[src/hw/rtl/spf_pkg.sv]
// Shared constants, edge record and cell command types for the span filler.
package spf_pkg;

    localparam int MAX_VERTICES      = 16;
    localparam int COORD_BITS        = 12;
    localparam int FRAC_BITS         = 16;
    localparam int XW                = COORD_BITS + FRAC_BITS;
    localparam int SW                = XW + 1;
    localparam int VW                = 2 * COORD_BITS;
    localparam int IDX_W             = $clog2(MAX_VERTICES);
    localparam int CNT_W             = IDX_W + 1;
    localparam int DCNT_W            = $clog2(XW);
    localparam int OUT_W             = 12;
    localparam int MIN_POLY_VERTICES = 3;

    // Request codes
    typedef logic [1:0] req_t;
    localparam req_t REQ_VERTEX = 2'd0;
    localparam req_t REQ_CLOSE  = 2'd1;
    localparam req_t REQ_SCAN   = 2'd2;

    // One edge as held in a cell
    typedef struct packed {
        logic [XW-1:0]         xpos;
        logic [SW-1:0]         slope;
        logic [COORD_BITS-1:0] row_start;
        logic [COORD_BITS-1:0] row_end;
        logic [IDX_W-1:0]      idx;
        logic                  built;
        logic                  live;
        logic                  adv;
        logic                  tent;
    } edge_rec_t;

    typedef enum logic [2:0] {
        CELL_HOLD,
        CELL_CLEAR,
        CELL_LOAD,
        CELL_ACTIVATE,
        CELL_SORT,
        CELL_ROTATE,
        CELL_DROP_TENT,
        CELL_ADVANCE
    } cell_op_t;

    // Command broadcast from the sequencer to every cell
    typedef struct packed {
        cell_op_t              op;
        logic                  parity;
        logic                  clr_tent;
        logic [IDX_W-1:0]      load_pos;
        logic [COORD_BITS-1:0] row;
        edge_rec_t             load_rec;
    } cell_cmd_t;

    // Chain order: live edges by x then slope, then idle edges by index
    function automatic logic edge_before(edge_rec_t a, edge_rec_t b);
        logic r;
        if (a.live != b.live)
            r = a.live;
        else if (!a.live)
            r = (a.idx < b.idx);
        else if (a.xpos != b.xpos)
            r = ($signed(a.xpos) < $signed(b.xpos));
        else
            r = ($signed(a.slope) < $signed(b.slope));
        return r;
    endfunction

endpackage

[src/hw/rtl/spf_cell.sv]
// One edge cell of the chain: clear, load, activate, neighbor sort, rotate, drop tentative, advance.
module spf_cell (
    input  logic                      clk,
    input  logic                      rst_n,
    input  spf_pkg::cell_cmd_t        cmd,
    input  logic [spf_pkg::IDX_W-1:0] pos,
    input  spf_pkg::edge_rec_t        left_rec,
    input  spf_pkg::edge_rec_t        right_rec,
    input  logic                      swap_in,
    output logic                      swap_out,
    output spf_pkg::edge_rec_t        rec
);
    import spf_pkg::*;

    edge_rec_t rec_reg, rec_next;
    logic      lead;

    // This cell leads the compare pair (pos, pos+1) on matching parity
    assign lead     = (pos[0] == cmd.parity) && (pos != IDX_W'(MAX_VERTICES - 1));
    assign swap_out = lead && edge_before(right_rec, rec_reg);

    always_comb
    begin
        rec_next = rec_reg;
        case (cmd.op)
            CELL_CLEAR:
            begin
                rec_next.built = 1'b0;
                rec_next.live  = 1'b0;
                rec_next.adv   = 1'b0;
                rec_next.tent  = 1'b0;
            end
            CELL_LOAD:
            begin
                if (pos == cmd.load_pos)
                begin
                    rec_next     = cmd.load_rec;
                    rec_next.idx = pos;
                end
            end
            CELL_ACTIVATE:
            begin
                if (rec_reg.built && !rec_reg.live && rec_reg.row_start == cmd.row)
                    rec_next.live = 1'b1;
            end
            CELL_SORT:
            begin
                if (swap_out)
                    rec_next = right_rec;
                else if (swap_in)
                    rec_next = left_rec;
            end
            CELL_ROTATE:
            begin
                rec_next = right_rec;
                if (cmd.clr_tent)
                    rec_next.tent = 1'b0;
            end
            CELL_DROP_TENT:
            begin
                if (rec_reg.tent)
                begin
                    rec_next.adv  = 1'b0;
                    rec_next.tent = 1'b0;
                end
            end
            CELL_ADVANCE:
            begin
                if (rec_reg.adv)
                begin
                    rec_next.xpos = rec_reg.xpos + rec_reg.slope[XW-1:0];
                    rec_next.adv  = 1'b0;
                end
            end
            default:
            begin
                rec_next = rec_reg;
            end
        endcase
    end

    always_ff @(posedge clk or negedge rst_n)
    begin
        if (!rst_n)
            rec_reg <= '0;
        else
            rec_reg <= rec_next;
    end

    assign rec = rec_reg;

endmodule

[config.mk]
export PLATFORM = sky130hd
export DESIGN_NAME = spf_cell
export DESIGN_NICKNAME = d
export VERILOG_FILES = /design/src/hw/rtl/spf_pkg.sv /design/src/hw/rtl/spf_cell.sv
export SDC_FILE = /design/constraint.sdc
export NUM_CORES = 1
export LEC_CHECK = 0
export BUFFER_PORTS_ARGS = -buffer_cell sky130_fd_sc_hd__buf_2
export CORE_AREA = 2 2 152 154
export DETAILED_ROUTE_END_ITERATION = 10
export DIE_AREA = 0 0 154 156
export PLACE_DENSITY = 0.68
export SYNTH_ARGS = -nofsm -noshare
export SYNTH_HDL_FRONTEND = slang
export SYNTH_SLANG_ARGS = --single-unit
[constraint.sdc]
create_clock -name clk -period 4.3 [get_ports clk]
set_input_delay 0.645 -clock clk [delete_from_list [all_inputs] [get_ports clk]]
set_output_delay 0.645 -clock clk [all_outputs]
set_load 0.01 [all_outputs]
==> flow_metrics.tcl, run 1 <==
set metrics [dict create \
    status "finished clean" \
    antenna_found_initial 2 \
    syn_nets 1463 \
    worstSetupEndpointType "primary output" \
    clk_pin_slew_ns 0.08 \
    slew-limit-headroom_pct 35.59 \
    area_growth_pct 30.15 \
    core.rowCount 55 \
    busiest_layer "met2" \
    drcViolationCount 0 \
    ys.warnings.count 0 \
    finalHoldViolCount 0 \
    start_util_pct 39.21 \
    via_per_inst 5.529 \
    insertion_delay_ns 0.36 \
    cts_resized 0 \
    path_buf_inv 5 \
    crit_family "compound AO/OA/AOI/OAI gates" \
    async_reset_ff_share_pct 100.0 \
    use_met2_pct 44.76 \
    r2r_end "rec[88]" \
    numClockSinks 89 \
    detail-route-antenna-nets 0 \
    synth_cells 1081 \
    grt_start_max_net_pins 123 \
    reg2reg_slack_ns 0.45 \
    ys_types 66 \
    die_y_um 156 \
    cts_tree "done" \
    grt_pass1_wl_um 49120 \
    track_usage_pct 26.12 \
    hold_buffers 0 \
    dpl.hpwl_um 25760 \
    finalCriticalPeriod_ns 4.031 \
    dr.pass1.iters 5 \
    largest_reg_flops 89 \
    dpl.cell_count 1713 \
    die_area_sq_um 24020 \
    ios 385 \
    synth_enable_flop_cells 0 \
    fin_hold_ws_ns 0.4124 \
    cp-start-kind "flip-flop" \
    final_cells 1730 \
    setup_tns_ns 0 \
    met1_usage_pct 34.44 \
    rsz0062_at_grt "no" \
    crit_path_top_delay_cell "dfrtp_1" \
    finalNetCount 1821 \
    worstPathCellList "inv_1, ha_1, a21oi_1, o21ai_0, a221oi_1, o21ai_0, a211oi_1, buf_4, mux2i_1, nand2_2, inv_2, buf_4, buf_2" \
    ff2ff_path_depth 14 \
    cp_slowest_stage_delay_ns 0.41 \
    drt-total-wl_um 32370 \
    io_buffers 380 \
    synth_ff_type "dfrtp_1" \
    ir_drop_uv 194.1 \
    setup_viol 0 \
    gp_congestion 0.8947 \
    syn-mean-instance-area_sq_um 8.113 \
    p_per_area_nw_per_um2 387.5 \
    ys_ff_latch 89 \
    maxSlewViolCount 0 \
    cellLeakagePower_nw 6.034 \
    worst_clock_skew_ns 0.01211 \
    grt_overflow 0 \
    final_cell_mix "buf_2 (379), nor2_1 (128), dfrtp_1 (89), ha_1 (86), inv_1 (78)" \
    vias 9566 \
    fin_crit_sh_pct 93.75 \
    holdCritPathClass "primary input to async pin" \
    grt_pass1_vias 8940 \
    core_sq_um 22370 \
    worstPathArrival_ns 3.39 \
    drt-initial-drc-count 510 \
    worst_pin_slew_ns 0.9661 \
    htree_levels 3 \
    drive_gt1_share_pct 30.82 \
    use_met3_pct 4.000 \
    required_ns 3.65 \
    critPathKind "flip-flop to primary output" \
    clock_path_buffers 2 \
    cts_made_buffers 9 \
    yosysSeqAreaShare_pct 25.40 \
    crit_fanout 6 \
    timing.rr.start "rec[48]" \
    clock-root-buffer "clkbuf_16" \
    fmax_ghz 0.2481 \
    synth.cell_area_sq_um 8770 \
    routedWlPerCell_um 18.71 \
    cap_violations 0 \
    fp.dieW_um 154 \
    post_cts.repair.setup_buffers 0 \
    final_common_cell "buf_2" \
]
## worst max-delay path by stage
stage                        startpoint  endpoint  cells past startpoint
after floorplan           right_rec[72]   rec[10]                     12
after global placement    right_rec[48]   rec[88]                     14
after detailed placement  right_rec[48]   rec[88]                     14
after CTS                       rec[46]  swap_out                     13
after global routing            rec[46]  swap_out                     13
final                           rec[46]  swap_out                     13
## metrics by stage
stage | cell area [sq um] | total power, mW | util [%] | worst slack (ns)
3_3_place_gp | 11090 | 3.483 | 49.58 | 0.1774
6_report | 11410 | 4.423 | 51.03 | 0.2686
2_1_floorplan | 8770 | 2.699 | - | 1.044
5_1_grt | 11410 | 4.739 | 51.02 | 0.04985
4_1_cts | 11410 | 4.433 | 51.02 | 0.2315
3_5_place_dp | 11090 | 3.526 | 49.58 | 0.1416
## metal layers
layer	wire length [um]	share of wire (%)
met3	2115	6.5
met4	537	1.7
met1	14120	44
met5	12	0.037
met2	15580	48
## worst reg2reg max path, stage by stage (launching register included)
cell and delay (ns):
dfrtp_1 0.41, inv_1 0.06, ha_1 0.29, nand2_1 0.12
o21ai_0 0.54, a221oi_1 0.19, o21ai_0 0.28, a211oi_1 0.08
buf_4 0.17, mux2i_1 0.14, nand2_2 0.17, inv_2 0.11
nor2_1 0.68, a222oi_1 0.26, a211oi_1 0.27
## kinds of logic after synthesis
group | after synthesis | share of synthesized area (%)
AO/OA/AOI/OAI | 365 | 28.52
multiplexers | 73 | 8.418
buffers and inverters | 141 | 6.691
adder cells (fa/ha/maj) | 87 | 12.50
AND/OR/NAND/NOR | 290 | 14.88
flip-flops | 89 | 25.40
XOR/XNOR | 36 | 3.595
## layout make-up
class,instances,area (sq um)
inverters,79,296.5
repair buffers,409,2222
clock buffers,10,229.0
fillers,2180,10950
well taps,285,356.6
flip-flops and latches,89,2227
diodes,1,2.502
clock inverters,6,92.59
multi-input cells,851,5987
## Yosys cell counts, types with 33 or more instances
master | number | area, sq um
a21o_1 | 77 | 578.1
o21ai_0 | 52 | 260.3
mux2i_1 | 67 | 670.6
dfrtp_1 | 89 | 2227
nand2_1 | 71 | 266.5
ha_1 | 86 | 1076
a211oi_1 | 70 | 525.5
clkbuf_1 | 33 | 123.9
inv_1 | 78 | 292.8
a21oi_1 | 70 | 350.3
nor2_1 | 129 | 484.2
## where the power goes
group	total (mW)	internal [mW]	leakage (nW)	switching, mW
Clock	0.888	0.513	0.149	0.375
Combinational	2.32	1.03	4.80	1.28
Sequential	1.22	1.01	1.09	0.206
Total	4.42	2.56	6.03	1.86
(Power assumes the default switching activity.)
==> run 2: changes to the inputs <==
Settings changed: CAP_MARGIN set to 0, CTS_BUF_LIST set to sky130_fd_sc_hd__clkbuf_8 sky130_fd_sc_hd__clkbuf_16, SKIP_LAST_GASP set to 1.
==> flow_metrics.tcl, run 2 (synthesis results as in run 1) <==
set metrics [dict create \
    area_growth_pct 30.15 \
    holdCritPathClass "primary input to async pin" \
    worstPathArrival_ns 3.38 \
    die_y_um 156 \
    final_cell_mix "buf_2 (379), nor2_1 (128), dfrtp_1 (89), ha_1 (86), inv_1 (79)" \
    post_cts.repair.setup_buffers 0 \
    core.rowCount 55 \
    required_ns 3.65 \
    fin_crit_sh_pct 93.72 \
    grt_pass1_vias 8940 \
    clock_path_buffers 2 \
    worst_clock_skew_ns 0.01228 \
    status "finished clean" \
    vias 9571 \
    ir_drop_uv 194.3 \
    via_per_inst 5.532 \
    dr.pass1.iters 5 \
    dpl.hpwl_um 25760 \
    regArea_sq_um 2227 \
    gp_congestion 0.8947 \
    worstPathCellList "inv_1, ha_1, a21oi_1, o21ai_0, a221oi_1, o21ai_0, a211oi_1, buf_4, mux2i_1, nand2_2, inv_2, buf_4, buf_2" \
    total_power_mw 4.421 \
    cellLeakagePower_nw 6.038 \
    worstSetupEndpointType "primary output" \
    clk_pin_slew_ns 0.08 \
    detail-route-antenna-nets 0 \
    fp.dieW_um 154 \
    drcViolationCount 0 \
    rsz0062_at_grt "no" \
    cap_violations 0 \
    grt_start_max_net_pins 123 \
    crit_fanout 6 \
    antenna_found_initial 2 \
    core_sq_um 22370 \
    critPathKind "flip-flop to primary output" \
    finalHoldViolCount 0 \
    finalCriticalPeriod_ns 4.030 \
    drive_gt1_share_pct 30.82 \
    setup_tns_ns 0 \
    crit_family "compound AO/OA/AOI/OAI gates" \
    cts_resized 0 \
    clock-root-buffer "clkbuf_16" \
    cp-start-kind "flip-flop" \
    clkPwrFrac_pct 20.1 \
    cts_tree "done" \
    io_buffers 380 \
    p_per_area_nw_per_um2 387.4 \
    crit_path_top_delay_cell "dfrtp_1" \
    htree_levels 3 \
    swShare_pct 42.20 \
    internal-power_mw 2.555 \
    final_common_cell "buf_2" \
    ios 385 \
    routedWlPerCell_um 18.69 \
    drt-total-wl_um 32340 \
    switching_power_mw 1.866 \
    multi_input_area_sq_um 5987 \
    hold_buffers 0 \
    track_usage_pct 26.12 \
    insertion_delay_ns 0.36 \
    start_util_pct 39.21 \
    grt_overflow 0 \
    combPwrFrac_pct 52.4 \
    slew-limit-headroom_pct 36.20 \
    drt-initial-drc-count 508 \
    largest_reg_flops 89 \
    numClockSinks 89 \
    fmax_ghz 0.2481 \
    pwr-share-seq_pct 27.6 \
    maxSlewViolCount 0 \
    die_area_sq_um 24020 \
    path_buf_inv 5 \
    worst_pin_slew_ns 0.9570 \
    n_fill_cell 2180 \
    cp_slowest_stage_delay_ns 0.41 \
    setup_viol 0 \
    cts_made_buffers 9 \
    grt_pass1_wl_um 49120 \
    finalNetCount 1821 \
]
==> run 2: metal layers <==
metal  track usage, %  vias up  part of all wire, %
li1                 -     4677                    -
met1            34.44     4490                   44
met2            44.76      366                   48
met3            4.000       36                  6.6
met4            6.809        2                  1.6
met5                0        -                0.037
==> run 2: path summary, 6_finish.rpt <==
path / from / endpoint / slack, ns / depth (start not counted)
max in group asynchronous: rst_n / rec[53] / 2.99 / 2
max reg2reg: rec[48] / rec[88] / 0.45 / 14
min: rst_n / rec[21] / 0.41 / 1
min reg2reg: rec[13] / rec[13] / 0.47 / 1
max: rec[46] / swap_out / 0.27 / 13
min in group clk: rec[13] / rec[13] / 0.47 / 1
==> run 2: metrics by stage <==
step / area, sq um / std cells / hold WS, ns / util [%] / worst slack, ns
after floorplan: 8770 / 1081 / 0.3494 / - / 1.044
after global placement: 11090 / 1713 / 0.4561 / 49.58 / 0.1774
after detailed placement: 11090 / 1713 / 0.4602 / 49.58 / 0.1416
after CTS: 11410 / 1729 / 0.4430 / 51.02 / 0.2315
after global routing: 11410 / 1729 / 0.4834 / 51.02 / 0.04985
final: 11410 / 1730 / 0.4132 / 51.03 / 0.2700
==> run 2: area by class of cell <==
class,instances,share of cell area [%]
sequential,89,19.51
clock inverter,7,0.8441
tap,285,3.124
timing repair buffer,409,19.47
clock buffer,9,1.973
antenna,1,0.02193
inverter,79,2.598
multi-input combinational,851,52.46
==> run 2: power by group through the flow <==
stage / clock network [mW] / registers, mW / logic [mW]
after floorplan: 0 / 1.26 / 1.44
after global placement: 0 / 1.23 / 2.25
after detailed placement: 0 / 1.23 / 2.30
after CTS: 0.905 / 1.22 / 2.31
after global routing: 0.924 / 1.25 / 2.57
final: 0.887 / 1.22 / 2.32
