[src/hw/rtl/spf_pkg.sv]
// Shared constants, edge record and cell command types for the span filler.
package spf_pkg;

    localparam int MAX_VERTICES      = 16;
    localparam int COORD_BITS        = 12;
    localparam int FRAC_BITS         = 16;
    localparam int XW                = COORD_BITS + FRAC_BITS;
    localparam int SW                = XW + 1;
    localparam int VW                = 2 * COORD_BITS;
    localparam int IDX_W             = $clog2(MAX_VERTICES);
    localparam int CNT_W             = IDX_W + 1;
    localparam int DCNT_W            = $clog2(XW);
    localparam int OUT_W             = 12;
    localparam int MIN_POLY_VERTICES = 3;

    // Request codes
    typedef logic [1:0] req_t;
    localparam req_t REQ_VERTEX = 2'd0;
    localparam req_t REQ_CLOSE  = 2'd1;
    localparam req_t REQ_SCAN   = 2'd2;

    // One edge as held in a cell
    typedef struct packed {
        logic [XW-1:0]         xpos;
        logic [SW-1:0]         slope;
        logic [COORD_BITS-1:0] row_start;
        logic [COORD_BITS-1:0] row_end;
        logic [IDX_W-1:0]      idx;
        logic                  built;
        logic                  live;
        logic                  adv;
        logic                  tent;
    } edge_rec_t;

    typedef enum logic [2:0] {
        CELL_HOLD,
        CELL_CLEAR,
        CELL_LOAD,
        CELL_ACTIVATE,
        CELL_SORT,
        CELL_ROTATE,
        CELL_DROP_TENT,
        CELL_ADVANCE
    } cell_op_t;

    // Command broadcast from the sequencer to every cell
    typedef struct packed {
        cell_op_t              op;
        logic                  parity;
        logic                  clr_tent;
        logic [IDX_W-1:0]      load_pos;
        logic [COORD_BITS-1:0] row;
        edge_rec_t             load_rec;
    } cell_cmd_t;

    // Chain order: live edges by x then slope, then idle edges by index
    function automatic logic edge_before(edge_rec_t a, edge_rec_t b);
        logic r;
        if (a.live != b.live)
            r = a.live;
        else if (!a.live)
            r = (a.idx < b.idx);
        else if (a.xpos != b.xpos)
            r = ($signed(a.xpos) < $signed(b.xpos));
        else
            r = ($signed(a.slope) < $signed(b.slope));
        return r;
    endfunction

endpackage

[src/hw/rtl/spf_div.sv]
// Restoring divider, one quotient bit per cycle, for edge slopes.
module spf_div (
    input  logic                           clk,
    input  logic                           rst_n,
    input  logic                           start,
    input  logic [spf_pkg::XW-1:0]         dividend,
    input  logic [spf_pkg::COORD_BITS-1:0] divisor,
    output logic                           done,
    output logic [spf_pkg::XW-1:0]         quotient
);
    import spf_pkg::*;

    logic                  busy_reg, busy_next;
    logic                  done_reg, done_next;
    logic [DCNT_W-1:0]     cnt_reg, cnt_next;
    logic [XW-1:0]         q_reg, q_next;
    logic [COORD_BITS-1:0] rem_reg, rem_next;
    logic [COORD_BITS-1:0] dvs_reg, dvs_next;
    logic [COORD_BITS:0]   shifted;
    logic [COORD_BITS:0]   diff;
    logic                  ge;

    // One trial subtraction per cycle
    always_comb
    begin
        shifted   = {rem_reg, q_reg[XW-1]};
        diff      = shifted - {1'b0, dvs_reg};
        ge        = (shifted >= {1'b0, dvs_reg});
        busy_next = busy_reg;
        done_next = 1'b0;
        cnt_next  = cnt_reg;
        q_next    = q_reg;
        rem_next  = rem_reg;
        dvs_next  = dvs_reg;
        if (start)
        begin
            busy_next = 1'b1;
            cnt_next  = '0;
            q_next    = dividend;
            rem_next  = '0;
            dvs_next  = divisor;
        end
        else if (busy_reg)
        begin
            q_next   = {q_reg[XW-2:0], ge};
            rem_next = ge ? diff[COORD_BITS-1:0] : shifted[COORD_BITS-1:0];
            cnt_next = cnt_reg + 1'b1;
            if (cnt_reg == DCNT_W'(XW - 1))
            begin
                busy_next = 1'b0;
                done_next = 1'b1;
            end
        end
    end

    always_ff @(posedge clk or negedge rst_n)
    begin
        if (!rst_n)
        begin
            busy_reg <= 1'b0;
            done_reg <= 1'b0;
            cnt_reg  <= '0;
        end
        else
        begin
            busy_reg <= busy_next;
            done_reg <= done_next;
            cnt_reg  <= cnt_next;
        end
    end

    always_ff @(posedge clk)
    begin
        q_reg   <= q_next;
        rem_reg <= rem_next;
        dvs_reg <= dvs_next;
    end

    assign done     = done_reg;
    assign quotient = q_reg;

endmodule

[config.mk]
export PLATFORM = sky130hd
export DESIGN_NAME = spf_div
export DESIGN_NICKNAME = d
export VERILOG_FILES = /design/src/hw/rtl/spf_pkg.sv /design/src/hw/rtl/spf_div.sv
export SDC_FILE = /design/constraint.sdc
export NUM_CORES = 1
export LEC_CHECK = 0
export BUFFER_PORTS_ARGS = -buffer_cell sky130_fd_sc_hd__buf_2
export CORE_MARGIN = 1
export CORE_UTILIZATION = 50
export CTS_BUF_LIST = sky130_fd_sc_hd__clkbuf_4
export DETAILED_ROUTE_END_ITERATION = 16
export MAX_ROUTING_LAYER = met4
export PLACE_DENSITY_LB_ADDON = 0.2
export SYNTH_ARGS = -nofsm -noshare
export SYNTH_HDL_FRONTEND = slang
export SYNTH_SLANG_ARGS = --single-unit
export TNS_END_PERCENT = 20
[constraint.sdc]
create_clock -name clk -period 2.3 [get_ports clk]
set_input_delay 0.46 -clock clk [delete_from_list [all_inputs] [get_ports clk]]
set_output_delay 0.46 -clock clk [all_outputs]
set_load 0.03 [all_outputs]
==> impl_metrics.env, run 1 <==
export IMPL_drc=0
export IMPL_period_share_pct=95.2
export IMPL_die_h_um=79.2
export IMPL_post_cts_buffers=0
export IMPL_switchingPower_mw=0.655
export IMPL_gr_usage_met1_pct=24.7
export IMPL_drt_iter0_drc=123
export IMPL_grt_use_met3_pct=6.21
export IMPL_max_cap_violations=0
export IMPL_ys_top_cells_by_area="edfxtp_1 40%, mux2_2 11%, dfxtp_1 8.1%, dfrtp_1 5.9%, ha_1 5.5%"
export IMPL_p_total_mw=2.38
export IMPL_antenna_cells=0
export IMPL_clock_path_buffers=2
export IMPL_cts_tree="yes"
export IMPL_cts_buffers=9
export IMPL_synth_top_family_by_area="compound AO/OA/AOI/OAI gates"
export IMPL_largest_reg_flops=28
export IMPL_drt_wirelength_per_cell_um=14.8
export IMPL_ys_seq_area_share_pct=54.3
export IMPL_io_pins=72
export IMPL_syn_area_mm2=0.00298
export IMPL_utilization_pct=65.3
export IMPL_crit_fanout=6
export IMPL_vias=2253
export IMPL_synth_cell_types=47
export IMPL_seq_power_share_pct=52.7
export IMPL_finalHoldViolations=0
export IMPL_core_mm2=0.00561
export IMPL_crit_type="reg -> reg"
export IMPL_port_buffers=71
export IMPL_critical_path_arrival_ns=2.49
export IMPL_yosys_most_used_dff="edfxtp_1"
export IMPL_nFillCells=482
export IMPL_vias_per_cell=5.43
export IMPL_fin_skew_ns=0.0124
export IMPL_place_gp_congestion=0.829
export IMPL_power_density_mw_per_mm2=651
export IMPL_synth_edf_count=40
export IMPL_cp_cell_sequence="inv_1 > ha_1 > a21o_1 > a211o_1 > nor2_1 > a21o_1 > buf_4 > nand2_1 > a311oi_2"
export IMPL_num_rows=27
export IMPL_ys_seq_elements=59
export IMPL_status="completed"
export IMPL_p_int_mw=1.73
export IMPL_endpoint_kind="flop"
export IMPL_die_w_um=79.2
export IMPL_antenna_found_initial=0
export IMPL_busiest_layer="met2"
export IMPL_dieArea_mm2=0.00627
export IMPL_slew_viol_final=0
export IMPL_yosysTopAreaCell="edfxtp_1"
export IMPL_cts_root_buf="clkbuf_4"
export IMPL_grt_usage_pct=21.0
export IMPL_grt_start_max_net_pins=29
export IMPL_seqCellArea_mm2=0.00162
export IMPL_ir_drop_uv=534
export IMPL_synth_compound_gate_area_share_pct=12.1
export IMPL_htreeDepth=3
export IMPL_syn_to_final_growth_pct=23.0
export IMPL_crit_slowest_cell="edfxtp_1"
export IMPL_cpLargestDelayFamily="compound AO/OA/AOI/OAI gates"
export IMPL_p_leak_nw=1.62
export IMPL_dr_pass1_iters=4
export IMPL_cpMostUsedCell="a21o_1"
export IMPL_p_sw_share_pct=27.5
export IMPL_crit_buf_inv=2
export IMPL_yosys_warnings=0
export IMPL_nets=395
export IMPL_multiInputGateArea_mm2=0.00130
export IMPL_hold_class="in -> reg"
export IMPL_tightest_slew_ns=0.463
export IMPL_place_hpwl_mm=4.35
export IMPL_synth_nets=308
export IMPL_synth_top_area_share_pct=40.4
export IMPL_grt_use_met2_pct=33.6
export IMPL_share_comb_of_total_power_pct=17.7
export IMPL_clk_latency_ns=0.40
export IMPL_finalSetupViolations=0
export IMPL_start_kind="flop"
export IMPL_first_global_vias=2016
export IMPL_grt_pass1_wl_mm=9.45
export IMPL_rsz0062_at_grt="true"
export IMPL_whs_ns=0.225
export IMPL_synth_simple_gate_area_share_pct=9.63
export IMPL_drive_gt1_share_pct=40.5
export IMPL_cpPeakStageDelay_ns=0.39
export IMPL_clk_pin_slew_ns=0.10
export IMPL_period_needed_ns=2.19
export IMPL_required_ns=2.60
export IMPL_synthXorXnorAreaFrac_pct=2.94
export IMPL_netlist_instances=251
export IMPL_p_clk_share_pct=29.5
export IMPL_gr_total_overflow=0
export IMPL_max_freq_ghz=0.457
export IMPL_async_reset_ff_share_pct=11.9
export IMPL_start_util_pct=53.1
export IMPL_synthAdderAreaFrac_pct=6.14
export IMPL_avgSynthCellArea_um2=11.9
export IMPL_antenna_left=0
export IMPL_clkSinkCount=59
export IMPL_slew_headroom_pct=68.7
export IMPL_drt_total_wl_mm=6.16
export IMPL_synth_mux_area_share_pct=11.7
## through the flow
step	area (um2)	std cells	setup WS, ns	setup TNS, ns
final	3660	415	0.110	0
after global routing	3660	415	-0.0261	-0.0550
after detailed placement	3480	398	0.105	0
after CTS	3620	415	0.0979	0
after floorplan	2980	251	0.0403	0
after global placement	3480	398	0.149	0
## Yosys cell counts (all sizes together), types with 2 or more instances
cell,instances
a311oi,4
a21o,5
xor2,6
clkbuf,7
nor2,22
and3,3
edfxtp,40
o31ai,2
inv,13
a41oi,2
clkinv,2
nand4,3
xnor2,4
a211oi,7
mux2,30
a31oi,2
nand3,5
nand2,18
o21a,2
or3,4
ha,13
dfrtp,7
buf,2
nor2b,2
nor3,3
o21ai,7
a21oi,11
dfxtp,12
## per-layer routing
| metal | up-vias | wire [um] |
|---|---|---|
| li1 | 1112 | - |
| met2 | 69 | 3080 |
| met5 | - | 0 |
| met4 | 0 | 101 |
| met3 | 10 | 342 |
| met1 | 1062 | 2630 |
## cell usage in the layout (no fill, tap or decap), types with 2 or more instances in the layout
cell / instances
edfxtp_1: 40
xnor2_1: 4
a311oi_1: 2
buf_2: 71
buf_4: 13
o21a_1: 2
dfxtp_1: 12
a21o_1: 5
and3_1: 3
clkbuf_4: 10
a41oi_1: 2
nor3_1: 3
o31ai_2: 2
nand4_1: 3
clkinvlp_4: 2
ha_1: 13
nor2_1: 21
or3_2: 3
a211oi_1: 6
o21ai_0: 7
a21oi_1: 10
inv_1: 13
xor2_1: 6
a311oi_2: 2
nand2_1: 18
clkinv_1: 5
nand3_1: 5
mux2_2: 29
dfrtp_1: 7
## path summary, 6_finish.rpt
path / startpoint / endpoint / slack (ns) / cells past startpoint
setup reg to reg: dvs_reg[10] / rem_reg[2] / 0.11 / 9
hold reg to reg: rem_reg[4] / rem_reg[5] / 0.50 / 2
max in group asynchronous: rst_n / busy_reg / 1.73 / 2
setup / recovery: dvs_reg[10] / rem_reg[2] / 0.11 / 9
hold / removal: divisor[1] / dvs_reg[1] / 0.23 / 1
min in group asynchronous: rst_n / cnt_reg[0] / 0.41 / 2
## power by group through the flow
stage	sequential [mW]	combinational, mW	clock [mW]
4_1_cts	1.26	0.416	0.734
5_1_grt	1.27	0.455	0.768
3_3_place_gp	1.28	0.408	0
6_report	1.26	0.423	0.703
3_5_place_dp	1.28	0.412	0
2_1_floorplan	1.38	0.180	0
## layout make-up
type                       instances  share of cell area [%]
inverter                          15                    1.54
timing repair buffer              85                    12.6
clock inverter                     6                    1.54
sequential                        59                    44.2
multi-input combinational        168                    35.6
clock buffer                      10                    2.05
tap                               72                    2.46
## worst reg2reg max path, stage by stage (launching register included)
cell      delay, ns
edfxtp_1       0.39
inv_1          0.07
ha_1           0.23
a21o_1         0.20
a211o_1        0.34
nor2_1         0.19
a21o_1         0.16
buf_4          0.17
nand2_1        0.09
a311oi_2       0.27
## cells by family (layout without fill, tap and decap cells)
logic type	after synthesis	after routing
AND/OR/NAND/NOR	62	62
XOR/XNOR	10	10
multiplexers	31	31
AO/OA/AOI/OAI	51	51
buffers and inverters	24	116
flip-flops	59	59
adder cells (fa/ha/maj)	14	14
## what timing repair did
item / CTS / global route
endpoints found under the setup margin: 0 / 8
hold endpoints to repair: 7 / 0
hold buffers: 1 / 0
gates resized for setup: 0 / 7
No activity file was read; power rests on OpenSTA's default activity.
==> run 2, diff against run 1 <==
Settings changed: CELL_PAD_IN_SITES_DETAIL_PLACEMENT set to 0, CELL_PAD_IN_SITES_GLOBAL_PLACEMENT set to 1, CORE_UTILIZATION 50 to 39, SKIP_LAST_GASP set to 1.
==> run 2 against run 1 <==
Effect of this change:
- cell area is 0.31% higher
- largest cell class unchanged
- count of clock-buffer cells in the layout is 1 higher
- maximum frequency is 0.74% lower
- register-to-register slack worse by 0.02 ns
- combinational power hardly changed
- worst setup slack worse by 0.016 ns
- die area is 27% higher
- worst hold slack worse by 0.0013 ns
==> impl_metrics.env, run 2 (synthesis gave the netlist of run 1 again) <==
export IMPL_fin_skew_ns=0.0117
export IMPL_drc=0
export IMPL_cp_cell_sequence="inv_1 > ha_4 > and2_4 > a221o_1 > nor2_2 > a21o_1 > mux2_2 > a211oi_2"
export IMPL_seq_power_share_pct=54.5
export IMPL_syn_to_final_growth_pct=23.4
export IMPL_r2r_slack_ns=0.09
export IMPL_gr_total_overflow=0
export IMPL_die_w_um=89.4
export IMPL_first_global_vias=2123
export IMPL_start_util_pct=40.6
export IMPL_period_share_pct=95.9
export IMPL_dieArea_mm2=0.00799
export IMPL_drt_total_wl_mm=6.32
export IMPL_dr_pass1_iters=4
export IMPL_critical_path_arrival_ns=2.53
export IMPL_slew_viol_final=0
export IMPL_cts_root_buf="clkbuf_4"
export IMPL_antenna_found_initial=0
export IMPL_io_pins=72
export IMPL_drt_iter0_drc=87
export IMPL_multiInputGateArea_mm2=0.00132
export IMPL_p_leak_nw=1.61
export IMPL_switchingPower_mw=0.664
export IMPL_r2r_end="rem_reg[0]"
export IMPL_crit_type="reg -> reg"
export IMPL_status="completed"
export IMPL_largest_reg_flops=28
export IMPL_nets=393
export IMPL_vias=2203
export IMPL_clk_pin_slew_ns=0.10
export IMPL_power_density_mw_per_mm2=627
export IMPL_p_clk_share_pct=27.0
export IMPL_dpl_instance_area_mm2=0.00349
export IMPL_critPathCapture="rem_reg[0]"
export IMPL_slew_headroom_pct=73.8
export IMPL_num_rows=31
export IMPL_final_cell_mix="71 x buf_2, 40 x edfxtp_1, 30 x mux2_2, 21 x nor2_1, 18 x nand2_1"
export IMPL_max_cap_violations=0
export IMPL_seqCellArea_mm2=0.00162
export IMPL_period_needed_ns=2.21
export IMPL_cts_tree="yes"
export IMPL_htreeDepth=3
export IMPL_startpoint="dvs_reg[8]"
export IMPL_clkSinkCount=59
export IMPL_nFillCells=677
export IMPL_final_common_cell="buf_2"
export IMPL_drive_gt1_share_pct=41.3
export IMPL_required_ns=2.63
export IMPL_cts_buffers=9
export IMPL_ir_drop_uv=336
export IMPL_share_comb_of_total_power_pct=18.5
export IMPL_port_buffers=71
export IMPL_place_gp_congestion=0.733
export IMPL_crit_fanout=5
export IMPL_cpLargestDelayFamily="compound AO/OA/AOI/OAI gates"
export IMPL_clock_path_buffers=2
export IMPL_crit_buf_inv=1
export IMPL_crit_slowest_cell="a221o_1"
export IMPL_endpoint_kind="flop"
export IMPL_place_hpwl_mm=4.47
export IMPL_finalHoldViolations=0
export IMPL_grt_usage_pct=18.3
export IMPL_dp_worst_setup_slack_ns=0.0413
export IMPL_clk_latency_ns=0.41
export IMPL_die_h_um=89.4
export IMPL_antenna_cells=0
export IMPL_core_mm2=0.00733
export IMPL_start_kind="flop"
export IMPL_grt_pass1_wl_mm=10.3
export IMPL_p_int_mw=1.64
export IMPL_rsz0062_at_grt="true"
export IMPL_drt_wirelength_per_cell_um=14.4
export IMPL_r2r_start="dvs_reg[8]"
export IMPL_reg2reg_depth=8
export IMPL_tightest_slew_ns=0.393
export IMPL_antenna_left=0
export IMPL_fin_ws_ns=0.0935
export IMPL_p_sw_share_pct=28.9
export IMPL_cp_num_cells=8
export IMPL_max_freq_ghz=0.453
export IMPL_finalInstanceArea_mm2=0.00367
export IMPL_finalSetupViolations=0
export IMPL_vias_per_cell=5.01
export IMPL_grt_start_max_net_pins=29
export IMPL_hold_class="in -> reg"
export IMPL_cpPeakStageDelay_ns=0.38
-- run 2: cell types whose count changed in the layout (fill, tap and decap cells not counted), moves of 2 or more --
cell,previous run,this run
clkinv_1,5,2
ha_4,0,2
ha_1,13,11
buf_4,13,11
clkinv_2,0,3
-- run 2: how the worst min path moves through the flow --
stage | depth (start not counted) | end | startpoint | slack [ns]
after floorplan | 0 | busy_reg | rst_n | 0.16
after global placement | 1 | cnt_reg[4] | rst_n | 0.30
after detailed placement | 1 | cnt_reg[3] | rst_n | 0.30
after CTS | 1 | dvs_reg[1] | divisor[1] | 0.20
after global routing | 1 | dvs_reg[0] | divisor[0] | 0.19
final | 1 | dvs_reg[0] | divisor[0] | 0.22
-- run 2: power groups by stage --
stage	clock (mW)	sequential (mW)	combinational [mW]
after floorplan	0	1.38	0.180
after global placement	0	1.28	0.415
after detailed placement	0	1.28	0.415
after CTS	0.653	1.26	0.418
after global routing	0.692	1.27	0.463
final	0.621	1.26	0.425
-- run 2: area by class of cell --
class,instances,area share [%]
multi-input combinational,168,35.8
inverter,15,1.53
tap,99,3.37
clock buffer,11,2.25
clock inverter,5,0.818
sequential,59,44.0
timing repair buffer,83,12.2
-- run 2: metrics by stage --
step | util [%] | total power, mW | cells | setup TNS [ns] | hold WS (ns)
floorplan | - | 1.56 | 251 | 0 | 0.164
global placement | 47.7 | 1.69 | 422 | 0 | 0.301
detailed placement | 47.7 | 1.69 | 422 | 0 | 0.304
CTS | 49.3 | 2.33 | 439 | 0 | 0.201
global route | 50.1 | 2.42 | 440 | -0.119 | 0.195
finish | 50.1 | 2.30 | 440 | 0 | 0.224
-- run 2: metal layers --
| layer | global-route usage (%) | vias to the layer above | wire, um |
|---|---|---|---|
| met3 | 3.79 | 12 | 208 |
| met5 | - | - | 0 |
| met4 | 8.23 | 0 | 118 |
| met2 | 27.8 | 45 | 2960 |
| li1 | - | 1112 | - |
| met1 | 23.5 | 1034 | 3030 |
-- run 2: timing repair --
action	in CTS	in global routing
endpoints found under the setup margin	0	12
buffers inserted	0	1
hold buffers	1	0
endpoints found under the hold margin	7	0
resized for setup	0	9
==> run 3, diff against run 2 <==
Settings changed: CORE_ASPECT_RATIO set to 0.9, CORE_UTILIZATION 39 to 47.
Clock period 2.3 ns to 2.75 ns, I/O delays scaled along.
==> run 3 against run 2 <==
Effect of this change:
- flip-flop and latch count did not move
- routed wire length fell by 5.7%
- clock skew rose by 0.0053 ns
- register-to-register slack improved by 0.28 ns
- largest cell class unchanged
- sequential power fell by 17%
- critical endpoint unchanged
- non-clock buffer count fell by 4
- count of clock-buffer cells in the layout rose by 1
==> impl_metrics.env, run 3 (synthesis gave the netlist of run 1 again) <==
export IMPL_status="completed"
export IMPL_dp_worst_setup_slack_ns=0.390
export IMPL_p_leak_nw=1.62
export IMPL_port_buffers=71
export IMPL_slew_viol_final=0
export IMPL_cts_root_buf="clkbuf_4"
export IMPL_largest_reg_flops=28
export IMPL_grt_start_max_net_pins=32
export IMPL_critical_path_arrival_ns=2.70
export IMPL_place_hpwl_mm=4.35
export IMPL_final_common_cell="buf_2"
export IMPL_dr_pass1_iters=4
export IMPL_period_share_pct=86.4
export IMPL_num_rows=27
export IMPL_start_util_pct=48.7
export IMPL_fin_skew_ns=0.0170
export IMPL_slew_headroom_pct=67.0
export IMPL_place_gp_congestion=0.921
export IMPL_ctsHoldBuffers=1
export IMPL_cts_resized=0
export IMPL_power_density_mw_per_mm2=577
export IMPL_whs_ns=0.317
export IMPL_post_cts_buffers=0
export IMPL_timing_setup_tns_ns=0
export IMPL_required_ns=3.08
export IMPL_ir_drop_uv=362
export IMPL_drc=0
export IMPL_io_pins=72
export IMPL_antenna_left=0
export IMPL_antenna_found_initial=0
export IMPL_drt_wirelength_per_cell_um=14.0
export IMPL_drt_iter0_drc=121
export IMPL_drive_gt1_share_pct=37.7
export IMPL_hold_class="in -> reg"
export IMPL_first_global_vias=2000
export IMPL_syn_to_final_growth_pct=21.7
export IMPL_p_total_mw=2.09
export IMPL_dieArea_mm2=0.00666
export IMPL_clkSinkCount=59
export IMPL_finalHoldViolations=0
export IMPL_max_freq_ghz=0.421
export IMPL_clk_latency_ns=0.40
export IMPL_grt_pass1_wl_mm=9.77
export IMPL_core_mm2=0.00611
export IMPL_rsz0062_at_grt="false"
export IMPL_die_h_um=77.5
export IMPL_grt_usage_pct=20.3
export IMPL_vias=2162
export IMPL_final_cell_mix="71 x buf_2, 40 x edfxtp_1, 29 x mux2_2, 21 x nor2_1, 18 x nand2_1"
export IMPL_period_needed_ns=2.38
export IMPL_endpoint_kind="flop"
export IMPL_cts_buffers=9
export IMPL_antenna_cells=0
export IMPL_htreeDepth=3
export IMPL_vias_per_cell=5.10
export IMPL_clock_path_buffers=2
export IMPL_finalSetupViolations=0
export IMPL_max_cap_violations=0
export IMPL_start_kind="flop"
export IMPL_gr_total_overflow=0
export IMPL_crit_fanout=7
export IMPL_nets=389
export IMPL_crit_type="reg -> reg"
export IMPL_fin_ws_ns=0.375
export IMPL_cts_tree="yes"
export IMPL_clk_pin_slew_ns=0.10
export IMPL_tightest_slew_ns=0.495
export IMPL_nFillCells=513
export IMPL_drt_total_wl_mm=5.96
export IMPL_die_w_um=85.9
==> run 3: changes by cell type in the layout (fill, tap and decap cells not counted), sizes merged <==
cell      change
buf           -4
clkinvlp      -2
clkinv        -1
clkbuf        +1
bufinv        +2
==> run 3: area by class of cell <==
type,instances,area (um2),area share (%)
clock buffers,12,90.1,2.49
clock inverters,4,67.6,1.86
inverters,15,56.3,1.55
multi-input cells,168,1270,34.9
flip-flops and latches,59,1620,44.6
well taps,87,109,3.00
repair buffers,79,418,11.5
==> run 3: worst paths after layout <==
path | startpoint | endpoint | slack [ns] | cells after the start
min in group asynchronous | rst_n | done | 0.49 | 2
setup reg to reg | dvs_reg[6] | rem_reg[0] | 0.37 | 8
hold reg to reg | rem_reg[4] | rem_reg[4] | 0.51 | 2
max in group asynchronous | rst_n | cnt_reg[2] | 2.09 | 2
setup / recovery | dvs_reg[6] | rem_reg[0] | 0.37 | 8
hold / removal | divisor[8] | dvs_reg[8] | 0.32 | 1
==> run 3: per-stage QoR <==
stage	utilization, %	cell area, um2	std cells
floorplan	-	2980	251
global placement	56.5	3460	407
detailed placement	56.5	3460	407
CTS	59.3	3620	424
global route	59.3	3620	424
finish	59.3	3620	424
==> run 3: report_power, final <==
group,switching [mW],internal [mW],total (mW)
logic,0.202,0.142,0.344
registers,0.0300,1.02,1.05
clock network,0.303,0.395,0.698
total,0.535,1.56,2.09
==> run 3: worst max-delay path: stages, from the launching register on <==
cell and delay, ns:
edfxtp_1 0.34, inv_1 0.04, ha_1 0.35, a21o_1 0.21
a221o_1 0.41, nor2_2 0.15, a21o_1 0.24, mux2_1 0.34
a211oi_1 0.21
==> run 3: metal layers <==
layer,track usage [%],share of wire [%]
met1,27.0,48
met2,28.3,45
met3,7.77,5.2
met4,6.67,1.3
met5,-,0
